[src/design/palette_snap_rgb565_unit_macros.svh]
// Assertion macros used by the palette snap design.
`ifndef PALETTE_SNAP_RGB565_UNIT_MACROS_SVH
`define PALETTE_SNAP_RGB565_UNIT_MACROS_SVH

// Check a property on every rising clock edge outside reset.
`define PSR_ASSERT(lbl, prop) \
   lbl: assert property (@(posedge clock) disable iff (reset) prop) \
      else $error("palette snap check failed");

// Check that a condition is later followed by another.
`define PSR_ASSERT_LAT2(lbl, ante, cons) \
   `PSR_ASSERT(lbl, (ante) |-> ##2 (cons))

`endif

[src/design/pal_snap_pkg.sv]
`timescale 1ns / 1ps

package pal_snap_pkg;

   // Palette geometry
   localparam int PALETTE_ENTRIES = 16;
   localparam int PAL_SLOTS       = 16;
   localparam int PAL_WORDS       = 4;
   localparam int COLOR_W         = 16;
   localparam int DIST_W          = 13;
   localparam int CSR_INDEX_W     = 3;
   localparam int CSR_DATA_W      = 64;

   // Register indexes
   localparam logic [CSR_INDEX_W-1:0] CSR_PAL0   = 3'd0;
   localparam logic [CSR_INDEX_W-1:0] CSR_PAL1   = 3'd1;
   localparam logic [CSR_INDEX_W-1:0] CSR_PAL2   = 3'd2;
   localparam logic [CSR_INDEX_W-1:0] CSR_PAL3   = 3'd3;
   localparam logic [CSR_INDEX_W-1:0] CSR_THRESH = 3'd4;
   localparam logic [CSR_INDEX_W-1:0] CSR_ENABLE = 3'd5;

   // Reset contents of the palette words, word 0 in the low bits
   localparam logic [PAL_WORDS-1:0][CSR_DATA_W-1:0] PAL_RESET = {
      64'd14283311077653974129,
      64'd6542564296988074724,
      64'd17865843048352293366,
      64'd9734989958493437952
   };
   localparam logic [DIST_W-1:0] THRESH_RESET = 13'd30;

   // Live configuration seen by the datapath
   typedef struct packed {
      logic [PAL_SLOTS-1:0][COLOR_W-1:0] colors;
      logic [DIST_W-1:0]                 threshold;
      logic                              snap_enable;
   } cfg_type;

   // One palette candidate
   typedef struct packed {
      logic               valid;
      logic [DIST_W-1:0]  sq_dist;
      logic [COLOR_W-1:0] color;
   } cand_type;

endpackage

[src/design/pal_snap_csr.sv]
`timescale 1ns / 1ps

module pal_snap_csr (
   input  logic                                   clock,
   input  logic                                   reset,
   input  logic                                   csr_valid,
   output logic                                   csr_ready,
   input  logic [pal_snap_pkg::CSR_INDEX_W-1:0]   csr_index,
   input  logic [pal_snap_pkg::CSR_DATA_W-1:0]    csr_data,
   output pal_snap_pkg::cfg_type                  cfg
);
   import pal_snap_pkg::*;

   logic [PAL_WORDS-1:0][CSR_DATA_W-1:0] pal_ff, pal_in;
   logic [DIST_W-1:0]                    thresh_ff, thresh_in;
   logic                                 enable_ff, enable_in;

   // Take every write at once
   assign csr_ready = 1'b1;

   // Decode the write; indexes beyond the list are dropped
   always_comb begin
      pal_in    = pal_ff;
      thresh_in = thresh_ff;
      enable_in = enable_ff;
      if (csr_valid) begin
         unique case (csr_index) inside
            CSR_PAL0, CSR_PAL1, CSR_PAL2, CSR_PAL3: begin
               pal_in[csr_index[1:0]] = csr_data;
            end
            CSR_THRESH: begin
               thresh_in = csr_data[DIST_W-1:0];
            end
            CSR_ENABLE: begin
               enable_in = csr_data[0];
            end
            default: begin
            end
         endcase
      end
   end

   // Hold the registers
   always_ff @(posedge clock) begin
      if (reset) begin
         pal_ff    <= PAL_RESET;
         thresh_ff <= THRESH_RESET;
         enable_ff <= 1'b1;
      end else begin
         pal_ff    <= pal_in;
         thresh_ff <= thresh_in;
         enable_ff <= enable_in;
      end
   end

   assign cfg.colors      = pal_ff;
   assign cfg.threshold   = thresh_ff;
   assign cfg.snap_enable = enable_ff;

endmodule

[src/design/pal_snap_dist.sv]
`timescale 1ns / 1ps

module pal_snap_dist (
   input  logic [pal_snap_pkg::COLOR_W-1:0] pixel,
   input  logic [pal_snap_pkg::COLOR_W-1:0] color,
   input  logic [pal_snap_pkg::DIST_W-1:0]  threshold,
   output pal_snap_pkg::cand_type           cand
);
   import pal_snap_pkg::*;

   function automatic logic [11:0] sq_diff(input logic [5:0] a, input logic [5:0] b);
      logic [5:0]  d;
      logic [11:0] dw;
      d  = (a >= b) ? (a - b) : (b - a);
      dw = {6'b000000, d};
      return dw * dw;
   endfunction

   logic [11:0]       sq_r, sq_g, sq_b;
   logic [DIST_W-1:0] sq_dist;

   // Square each component difference
   assign sq_r = sq_diff({1'b0, pixel[15:11]}, {1'b0, color[15:11]});
   assign sq_g = sq_diff(pixel[10:5], color[10:5]);
   assign sq_b = sq_diff({1'b0, pixel[4:0]}, {1'b0, color[4:0]});

   // Sum and qualify against the threshold
   assign sq_dist      = DIST_W'(sq_r) + DIST_W'(sq_g) + DIST_W'(sq_b);
   assign cand.valid   = (sq_dist < threshold);
   assign cand.sq_dist = sq_dist;
   assign cand.color   = color;

endmodule

[src/design/pal_snap_pick.sv]
`timescale 1ns / 1ps

module pal_snap_pick (
   input  pal_snap_pkg::cand_type cands [pal_snap_pkg::PAL_SLOTS],
   output pal_snap_pkg::cand_type best
);
   import pal_snap_pkg::*;

   // Keep the lower index unless the upper one is strictly nearer
   function automatic cand_type merge(input cand_type lo, input cand_type hi);
      if (hi.valid && (!lo.valid || (hi.sq_dist < lo.sq_dist))) begin
         return hi;
      end
      return lo;
   endfunction

   cand_type lvl1 [8];
   cand_type lvl2 [4];
   cand_type lvl3 [2];

   // Reduce the sixteen candidates in four levels
   always_comb begin
      for (int i = 0; i < 8; i++) begin
         lvl1[i] = merge(cands[2*i], cands[2*i+1]);
      end
      for (int i = 0; i < 4; i++) begin
         lvl2[i] = merge(lvl1[2*i], lvl1[2*i+1]);
      end
      for (int i = 0; i < 2; i++) begin
         lvl3[i] = merge(lvl2[2*i], lvl2[2*i+1]);
      end
      best = merge(lvl3[0], lvl3[1]);
   end

endmodule

[src/design/palette_snap_rgb565_unit.sv]
`timescale 1ns / 1ps

// Nearest palette color snap for RGB565 pixels.
// Request channel: drive req_pixel_in and raise req_start; the request is
// taken at any rising edge where req_start is high and busy is low. busy
// stays low, so a new pixel may be given every cycle.
// Result channel: rsp_strobe is high for one cycle with rsp_pixel_out and
// rsp_matched; the result is taken at the edge that ends that cycle.
// Pipeline: a taken request is captured in the input register and its
// result in the result register, which drives the result channel.
// Throughput: one pixel per cycle, set by the single pass from the input
// register through sixteen distance lanes and a four level compare tree into the result register.
// Configuration: csr_valid/csr_ready write channel, csr_ready always high;
// index 0..3 palette words, 4 threshold, 5 snap enable, others dropped.
// Write it only while no request is in flight.
// Reset: palette, threshold and enable return to their defaults, and no
// result is pending. The receiver cannot stall: results are not held.
module palette_snap_rgb565_unit (
   input  logic                                 clock,
   input  logic                                 reset,
   input  logic                                 req_start,
   output logic                                 busy,
   input  logic [15:0]                          req_pixel_in,
   output logic                                 rsp_strobe,
   output logic [15:0]                          rsp_pixel_out,
   output logic                                 rsp_matched,
   input  logic                                 csr_valid,
   output logic                                 csr_ready,
   input  logic [pal_snap_pkg::CSR_INDEX_W-1:0] csr_index,
   input  logic [pal_snap_pkg::CSR_DATA_W-1:0]  csr_data
);
   import pal_snap_pkg::*;

   cfg_type            cfg;
   cand_type           cands [PAL_SLOTS];
   cand_type           best;
   logic               accept;
   logic               hit;
   logic               in_valid_ff;
   logic [COLOR_W-1:0] in_pixel_ff;
   logic               out_valid_ff;
   logic [COLOR_W-1:0] out_pixel_ff, out_pixel_in;
   logic               out_match_ff, out_match_in;

   pal_snap_csr u_csr (
      .clock     (clock),
      .reset     (reset),
      .csr_valid (csr_valid),
      .csr_ready (csr_ready),
      .csr_index (csr_index),
      .csr_data  (csr_data),
      .cfg       (cfg)
   );

   // Never hold off a request
   assign busy   = 1'b0;
   assign accept = req_start && !busy;

   // One distance lane per active palette entry; spare lanes stay empty
   for (genvar i = 0; i < PAL_SLOTS; i++) begin : g_lane
      if (i < PALETTE_ENTRIES) begin : g_on
         pal_snap_dist u_dist (
            .pixel     (in_pixel_ff),
            .color     (cfg.colors[i]),
            .threshold (cfg.threshold),
            .cand      (cands[i])
         );
      end else begin : g_off
         assign cands[i] = '0;
      end
   end

   pal_snap_pick u_pick (
      .cands (cands),
      .best  (best)
   );

   // Choose the palette color or pass the pixel
   assign hit          = cfg.snap_enable && best.valid;
   assign out_pixel_in = hit ? best.color : in_pixel_ff;
   assign out_match_in = hit;

   // Advance the valid flags
   always_ff @(posedge clock) begin
      if (reset) begin
         in_valid_ff  <= 1'b0;
         out_valid_ff <= 1'b0;
      end else begin
         in_valid_ff  <= accept;
         out_valid_ff <= in_valid_ff;
      end
   end

   // Capture the request and the result
   always_ff @(posedge clock) begin
      if (accept) begin
         in_pixel_ff <= req_pixel_in;
      end
      if (in_valid_ff) begin
         out_pixel_ff <= out_pixel_in;
         out_match_ff <= out_match_in;
      end
   end

   assign rsp_strobe    = out_valid_ff;
   assign rsp_pixel_out = out_pixel_ff;
   assign rsp_matched   = out_match_ff;

`include "palette_snap_rgb565_unit_macros.svh"

   `PSR_ASSERT_LAT2(a_latency, accept, rsp_strobe)
   `PSR_ASSERT(a_pass_unmatched, (rsp_strobe && !rsp_matched) |-> (rsp_pixel_out == $past(req_pixel_in, 2)))
   `PSR_ASSERT(a_off_no_match, (rsp_strobe && !$past(cfg.snap_enable)) |-> !rsp_matched)
   `PSR_ASSERT(a_strobe_source, rsp_strobe |-> $past(in_valid_ff))

endmodule

[config.mk]
export PLATFORM = sky130hd
export DESIGN_NAME = palette_snap_rgb565_unit
export DESIGN_NICKNAME = d
export VERILOG_FILES = /design/src/design/pal_snap_pkg.sv /design/src/design/pal_snap_csr.sv /design/src/design/pal_snap_dist.sv /design/src/design/pal_snap_pick.sv /design/src/design/palette_snap_rgb565_unit.sv
export VERILOG_INCLUDE_DIRS = /design/src /design/src/design
export SDC_FILE = /design/constraint.sdc
export NUM_CORES = 2
export LEC_CHECK = 0
export BUFFER_PORTS_ARGS = -buffer_cell sky130_fd_sc_hd__buf_2
export CORE_MARGIN = 4
export CORE_UTILIZATION = 50
export DETAILED_ROUTE_END_ITERATION = 10
export GPL_ROUTABILITY_DRIVEN = 1
export GPL_TIMING_DRIVEN = 0
export PLACE_DENSITY = 0.65
export SYNTH_ARGS = -nofsm -noshare
export SYNTH_HDL_FRONTEND = slang
export SYNTH_SLANG_ARGS = --single-unit
[constraint.sdc]
create_clock -name clock -period 32.6 [get_ports clock]
set_input_delay 3.26 -clock clock [delete_from_list [all_inputs] [get_ports clock]]
set_output_delay 3.26 -clock clock [all_outputs]
set_load 0.02 [all_outputs]
Word-level counts from Yosys, hierarchy flattened
Cells that the tools add are included.

storage, ports and cells
  word-level logic and storage cells = 422
  output and inout bits = 20
  bits in registers = 305

cells by class
  magnitude comparators = 81
  multiplexer cells = 97
  add/sub/neg operators = 128
  reductions and logical operators = 52
  eq/ne operators = 5
  multipliers = 48

operators by type and width
  cell                                                                   number
  30-bit two-way mux                                                     30
  6-bit by 6-bit multiplier with 12-bit output                           48
  13-bit less-than comparator                                            31
  5-bit by 5-bit subtractor with 6-bit output                            64
  6-bit two-way mux                                                      48
  256-bit bitwise mux                                                    1
  12-bit by 12-bit adder with 13-bit output                              16
  13-bit by 12-bit adder with 13-bit output                              16
  6-bit subtractor                                                       32
  5-bit >= comparator                                                    32
  64-bit demux with 2-bit select                                         1
  6-bit >= comparator                                                    16
  64-bit two-way mux                                                     1
  1-bit logical AND                                                      17
  16-bit two-way mux                                                     1
  1-bit logical NOT                                                      15
  1-bit logical OR                                                       15
  1-bit two-way mux                                                      15
  3-bit by 2-bit equality test with 1-bit output, second input constant  2
  3-bit equality test, second input constant                             2
  2-bit AND reduction                                                    3
  4-bit OR reduction                                                     1
  3-bit by 1-bit equality test with 1-bit output, second input constant  1
  3-bit logical NOT                                                      1
  2 further kinds                                                        2

Depth between registers and ports, before layout
  word-level depth = 28
  mapped depth = 83
  mapped depth without buffers = 77

By module
From an unflattened synthesis, not the netlist that was laid out.

second synthesis, totals
  cell total of the unflattened synthesis = 11309
  area total of the unflattened synthesis = 95920.7 um2

by module, submodules not included
  module                                      area each (um2)  times used  cells an instance  sequential area each (um2)
  pal_snap_dist at g_lane[0].g_on.u_dist ...  4668.2           9           562                0.0
  pal_snap_dist at g_lane[6].g_on.u_dist ...  4838.4           3           586                0.0
  pal_snap_csr                                10540.1          1           1019               5405.2
  pal_snap_pick                               9527.9           1           1242               0.0
  pal_snap_dist at g_lane[5].g_on.u_dist      4680.7           1           571                0.0
  pal_snap_dist at g_lane[4].g_on.u_dist      4672.0           1           562                0.0
  pal_snap_dist at g_lane[13].g_on.u_dist     4335.4           1           522                0.0
  pal_snap_dist at g_lane[9].g_on.u_dist      4331.7           1           519                0.0
  palette_snap_rgb565_unit                    1303.8           1           58                 1031.0

Worst setup path before layout
No wires, ideal clock.

  path type = register to register
  start point = register in_pixel_ff[6]
  end point = register out_pixel_ff[10], in the netlist rsp_pixel_out[10] (data pin)
  cell stages (with the launch flop) = 70
  library setup time = 0.255 ns
  arrival = 17.157 ns
  slack = 15.188 ns
  path through = edfxtp_1 inv_1 ha_1 a221oi_1 o21ai_0 a221oi_1 o21ai_0 xnor2_1 nand2b_1 fa_1 fa_1 inv_1 fa_1 inv_1 fa_1 inv_1 fa_1 inv_1 [... 34 more ...] a21oi_1 nor2_1 o22a_1 a41oi_2 buf_2 mux2i_1 ha_1 a21o_1 a21o_1 a21o_1 a21o_1 a21o_1 a21o_1 a211o_1 a21boi_0 a41oi_2 clkbuf_1 a31o_1

on the way
  longest elaborated chain between the ends = 28
  elaborated cells on any way between the ends = 235

RTL lines
  item                                                              line                             text
  start, declared                                                   palette_snap_rgb565_unit.sv:40   logic [COLOR_W-1:0] in_pixel_ff;
  start signal, assigned                                            palette_snap_rgb565_unit.sv:97   in_pixel_ff <= req_pixel_in;
  6-bit subtractor or 6-bit >= comparator (tied branches)           pal_snap_dist.sv:14              d = (a >= b) ? (a - b) : (b - a);
  6-bit two-way mux                                                 pal_snap_dist.sv:14
  6-bit by 6-bit multiplier with 12-bit output                      pal_snap_dist.sv:16              return dw * dw;
  12-bit by 12-bit adder with 13-bit output                         pal_snap_dist.sv:28              assign sq_dist = DIST_W'(sq_r) + DIST_W'(sq_g) + DIST_W'(sq_b);
  13-bit by 12-bit adder with 13-bit output                         pal_snap_dist.sv:28
  13-bit less-than comparator                                       pal_snap_dist.sv:29              assign cand.valid = (sq_dist < threshold);
  1-bit logical NOT                                                 pal_snap_pick.sv:11              if (hi.valid && (!lo.valid || (hi.sq_dist < lo.sq_dist))) begin
  1-bit logical OR                                                  pal_snap_pick.sv:11
  [... 13 more ...]                                                 --
  13-bit less-than comparator or 1-bit logical NOT (tied branches)  pal_snap_pick.sv:11
  1-bit logical OR                                                  pal_snap_pick.sv:11
  1-bit logical AND                                                 pal_snap_pick.sv:11
  1-bit two-way mux                                                 pal_snap_pick.sv:11
  30-bit two-way mux (*)                                            pal_snap_pick.sv:14              return lo;
  1-bit logical AND                                                 palette_snap_rgb565_unit.sv:79   assign hit = cfg.snap_enable && best.valid;
  16-bit two-way mux (*)                                            palette_snap_rgb565_unit.sv:80   assign out_pixel_in = hit ? best.color : in_pixel_ff;
  via out_pixel_in[10]                                              palette_snap_rgb565_unit.sv:42   logic [COLOR_W-1:0] out_pixel_ff, out_pixel_in;
  end signal, assigned                                              palette_snap_rgb565_unit.sv:100  out_pixel_ff <= out_pixel_in;
  end, declared                                                     palette_snap_rgb565_unit.sv:42

The timed path passes the listed nets; every way through them passes the cells marked *. The select of a mux whose other input is x is not followed.
A chain may end at the register's enable or synchronous reset.

Final worst setup path
  start point = register in_pixel_ff[5]
  end point = register out_pixel_ff[4], in the netlist rsp_pixel_out[4] (data pin)

Same word-level chain as after synthesis.

==> flow_summary.yaml <==
sta:
  rsz0062_at_grt: "no"
  fin_crit_ns: 22.81
  worst_pin_slew_ns: 1.781
  relSlewSlack: -0.1997
  slew_violations: 34
  fmax_mhz: 43.84
  fin_setup_tns_ns: 0
  fin_crit_sh: 0.6997
  skew_ns: 0.03516
  hold_viol: 0
  setup_viol: 0
placed_design:
  port_buffers: 102
  gp_congestion: 1.106
  dpl.hpwl_um: 260800
routing:
  drc_errors: 0
  totalWireLength_um: 309100
  drt_iter0_markers: 6639
  wl_per_cell_um: 24.89
  via_per_inst: 5.723
  firstDrtPassIters: 7
  via_count: 71080
  drt.antenna.violating_nets: 0
synthesis:
  synth_seq_cells: 305
  syn_nets: 12520
  yosys_warnings: 0
  synth_area_mm2: 0.08303
  yosysUniqueCellTypes: 90
  synthFlopType: "dfxtp_1"
  synth_area_per_cell_um2: 8.349
  yosysSeqAreaShare: 0.07752
  synth_enable_flop_cells: 33
  netlist_instances: 9944
  async_flop_share: 0
floorplanning:
  row_count: 149
  dieArea_mm2: 0.1726
  fp.dieH_um: 415.5
  ios: 107
  initial_core_util: 0.5032
  core_area_mm2: 0.1650
  die_x_um: 415.5
final_layout:
  drive_above_1_share: 0.04532
  fillers: 15560
  area_growth_syn_to_layout_pct: 7.350
  final_nets: 12710
worst_setup_path:
  path_max_fanout: 16
  required_ns: 33.03
  start_kind: "flip-flop"
  crit_path_start: "in_pixel_ff[5]$_DFFE_PP_"
  cp_slowest_cell: "o21ai_0"
  reg2reg_depth: 80
  critical_path.max_stage_delay_ns: 1.37
  crit_top_cell: "a21o_1"
  crit_path_end_kind: "flip-flop"
  r2r-end: "rsp_pixel_out[4]$_DFFE_PP_"
  crit_type: "reg2reg"
  cp.arrival_ns: 23.24
  r2r-start: "in_pixel_ff[5]$_DFFE_PP_"
  rrSetupSlack_ns: 9.79
  crit_end: "rsp_pixel_out[4]$_DFFE_PP_"
status:
  violations: "max-capacitance violations, max-slew violations"
  status: "complete, but fails checks"
global_routing:
  antenna_found_initial: 51
  first_global_vias: 71320
  gr-usage-all-layers: 0.3533
  grt_overflow_total: 0
  grt_max_degree: 33
  grt_pass1_wl_um: 452500
clock_tree:
  cts.sinks: 305
  cts_tree: "done"
  clk-insertion-delay-late_ns: 0.62
  htree_levels: 2
  cts_resized: 0
  cts.clk_slew.worst_paths_ns: 0.07
  root_buffer: "clkbuf_16"
  numCtsBuffers: 38
  postCtsHoldBufs: 0
  clock_path_buffers: 3
  postCtsSetupBuffers: 0
run:
  max-cap-violations: 6
hold_path:
  hp-class: "reg2reg"
  hold_depth: 2
-- logic make-up after synthesis --
family,count (synthesis),share of synthesized area
buffers and inverters,2558,0.1170
adders and majority gates,2484,0.4698
and+or+nand+nor,2124,0.1132
AOI/OAI and AO/OA,1639,0.1263
muxes,480,0.05891
xor gates and xnor gates,352,0.03713
DFF,305,0.07752
other,2,0.00009045
-- critical path: cells and delay by family, from the launching register on --
family | cells | cell delay, ns
fa+ha+maj | 13 | 5.37
compound gates | 37 | 9.78
xor+xnor | 1 | 0.58
buf+inv | 18 | 3.84
flops | 1 | 0.71
simple gates | 7 | 1.34
mux | 4 | 0.97
-- sequential cells by signal, indices dropped and copies added (netlist names) --
signal / flops
rsp_pixel_out: 16
u_csr.cfg: 256
u_csr.thresh_ff: 13
u_csr.enable_ff: 1
rsp_strobe: 1
in_valid_ff: 1
rsp_matched: 1
in_pixel_ff: 16
-- worst min path at each step --
stage                                       startpoint                            to  slack, ns
after global routing       u_csr.cfg[248]$_SDFFE_PP0P_   u_csr.cfg[248]$_SDFFE_PP0P_       0.47
after global placement      u_csr.cfg[24]$_SDFFE_PP0P_    u_csr.cfg[24]$_SDFFE_PP0P_       0.44
after detailed placement    u_csr.cfg[24]$_SDFFE_PP0P_    u_csr.cfg[24]$_SDFFE_PP0P_       0.45
after CTS                   u_csr.cfg[24]$_SDFFE_PP0P_    u_csr.cfg[24]$_SDFFE_PP0P_       0.46
final                       u_csr.cfg[24]$_SDFFE_PP0P_    u_csr.cfg[24]$_SDFFE_PP0P_       0.46
after floorplan           u_csr.enable_ff$_SDFFE_PP1P_  u_csr.enable_ff$_SDFFE_PP1P_       0.44
-- per-stage QoR --
step	area (um^2)	utilization	hold slack (ns)	worst slack, ns	std cells
detailed placement	87670	0.5313	0.4485	10.41	12290
global route	89040	0.5397	0.4717	9.011	12380
CTS	88950	0.5391	0.4575	10.33	12360
floorplan	83030	-	0.4360	15.19	9944
global placement	86280	0.5229	0.4411	8.222	12240
finish	89130	0.5402	0.4570	9.790	12420
-- placed cells by master, fill, tap and decap left out, types with 16 or more instances in the layout --
cell / count
a211oi_1: 27
mux2_2: 50
or3_1: 22
buf_16: 40
fa_1: 1056
nor2_1: 538
buf_2: 130
o21a_1: 22
a21o_1: 204
a21oi_2: 24
nand2_1: 986
inv_1: 2353
a31o_1: 16
o21ai_1: 38
diode_2: 59
o21bai_1: 67
o31ai_1: 20
inv_2: 25
dfxtp_1: 272
o21ai_0: 244
nor3_1: 21
edfxtp_1: 33
mux2i_1: 426
and2_1: 84
clkbuf_1: 140
xor2_1: 80
a21oi_1: 604
nand3_1: 73
o211ai_1: 163
ha_1: 1428
or2_2: 70
a221oi_1: 70
xnor2_1: 271
nand4_1: 83
clkbuf_16: 38
a31oi_1: 36
nand2b_1: 98
nor2b_1: 108
-- cell usage after synthesis, drive strengths merged (5+ instances only) --
cell     number  share of area
inv        2380           0.11
ha         1428           0.22
fa         1056           0.25
nand2       986          0.045
a21oi       628          0.039
nor2        538          0.024
mux2i       427          0.052
o21ai       282          0.017
dfxtp       272          0.066
xnor2       272          0.029
a21o        204          0.018
o211ai      163          0.015
clkbuf      128         0.0058
nor2b       108         0.0081
nand2b       98         0.0074
and2         84         0.0063
a221oi       83         0.0097
nand4        83         0.0063
xor2         80         0.0084
or2          74         0.0056
nand3        73         0.0044
o21bai       67         0.0061
mux2         53         0.0073
buf          49         0.0036
a31oi        36         0.0027
edfxtp       33          0.012
a211oi       28         0.0026
o21a         22         0.0020
or3          22         0.0017
nor3         21         0.0013
o31ai        21         0.0021
a31o         16         0.0017
or4          15         0.0014
and3         14         0.0011
o311ai       14         0.0015
a2111oi       8         0.0010
a21boi        8        0.00081
a221o         8        0.00096
o2111ai       5        0.00060
-- layout make-up --
| cell class | count | area (um^2) | area share |
|---|---|---|---|
| Antenna cell | 59 | 147.6 | 0.001657 |
| Clock buffer | 55 | 1056 | 0.01185 |
| Sequential cell | 305 | 6436 | 0.07221 |
| Tap cell | 2189 | 2739 | 0.03073 |
| Timing Repair Buffer | 159 | 1918 | 0.02152 |
| Buffer | 177 | 780.7 | 0.008760 |
| Inverter | 2381 | 8942 | 0.1003 |
| Multi-Input combinational cell | 7081 | 66880 | 0.7504 |
| Clock inverter | 14 | 229.0 | 0.002569 |
-- routing by layer --
| metal | vias to the layer above | GRT usage | part of all wire |
|---|---|---|---|
| met4 | 8 | 0.2829 | 0.099 |
| li1 | 32240 | - | - |
| met1 | 34420 | 0.4216 | 0.37 |
| met2 | 3300 | 0.5481 | 0.44 |
| met5 | - | 0 | 0.00018 |
| met3 | 1116 | 0.08085 | 0.092 |
Power is not shown: default switching activity piles up to over one toggle a cycle in this logic, so the estimate is an artifact.
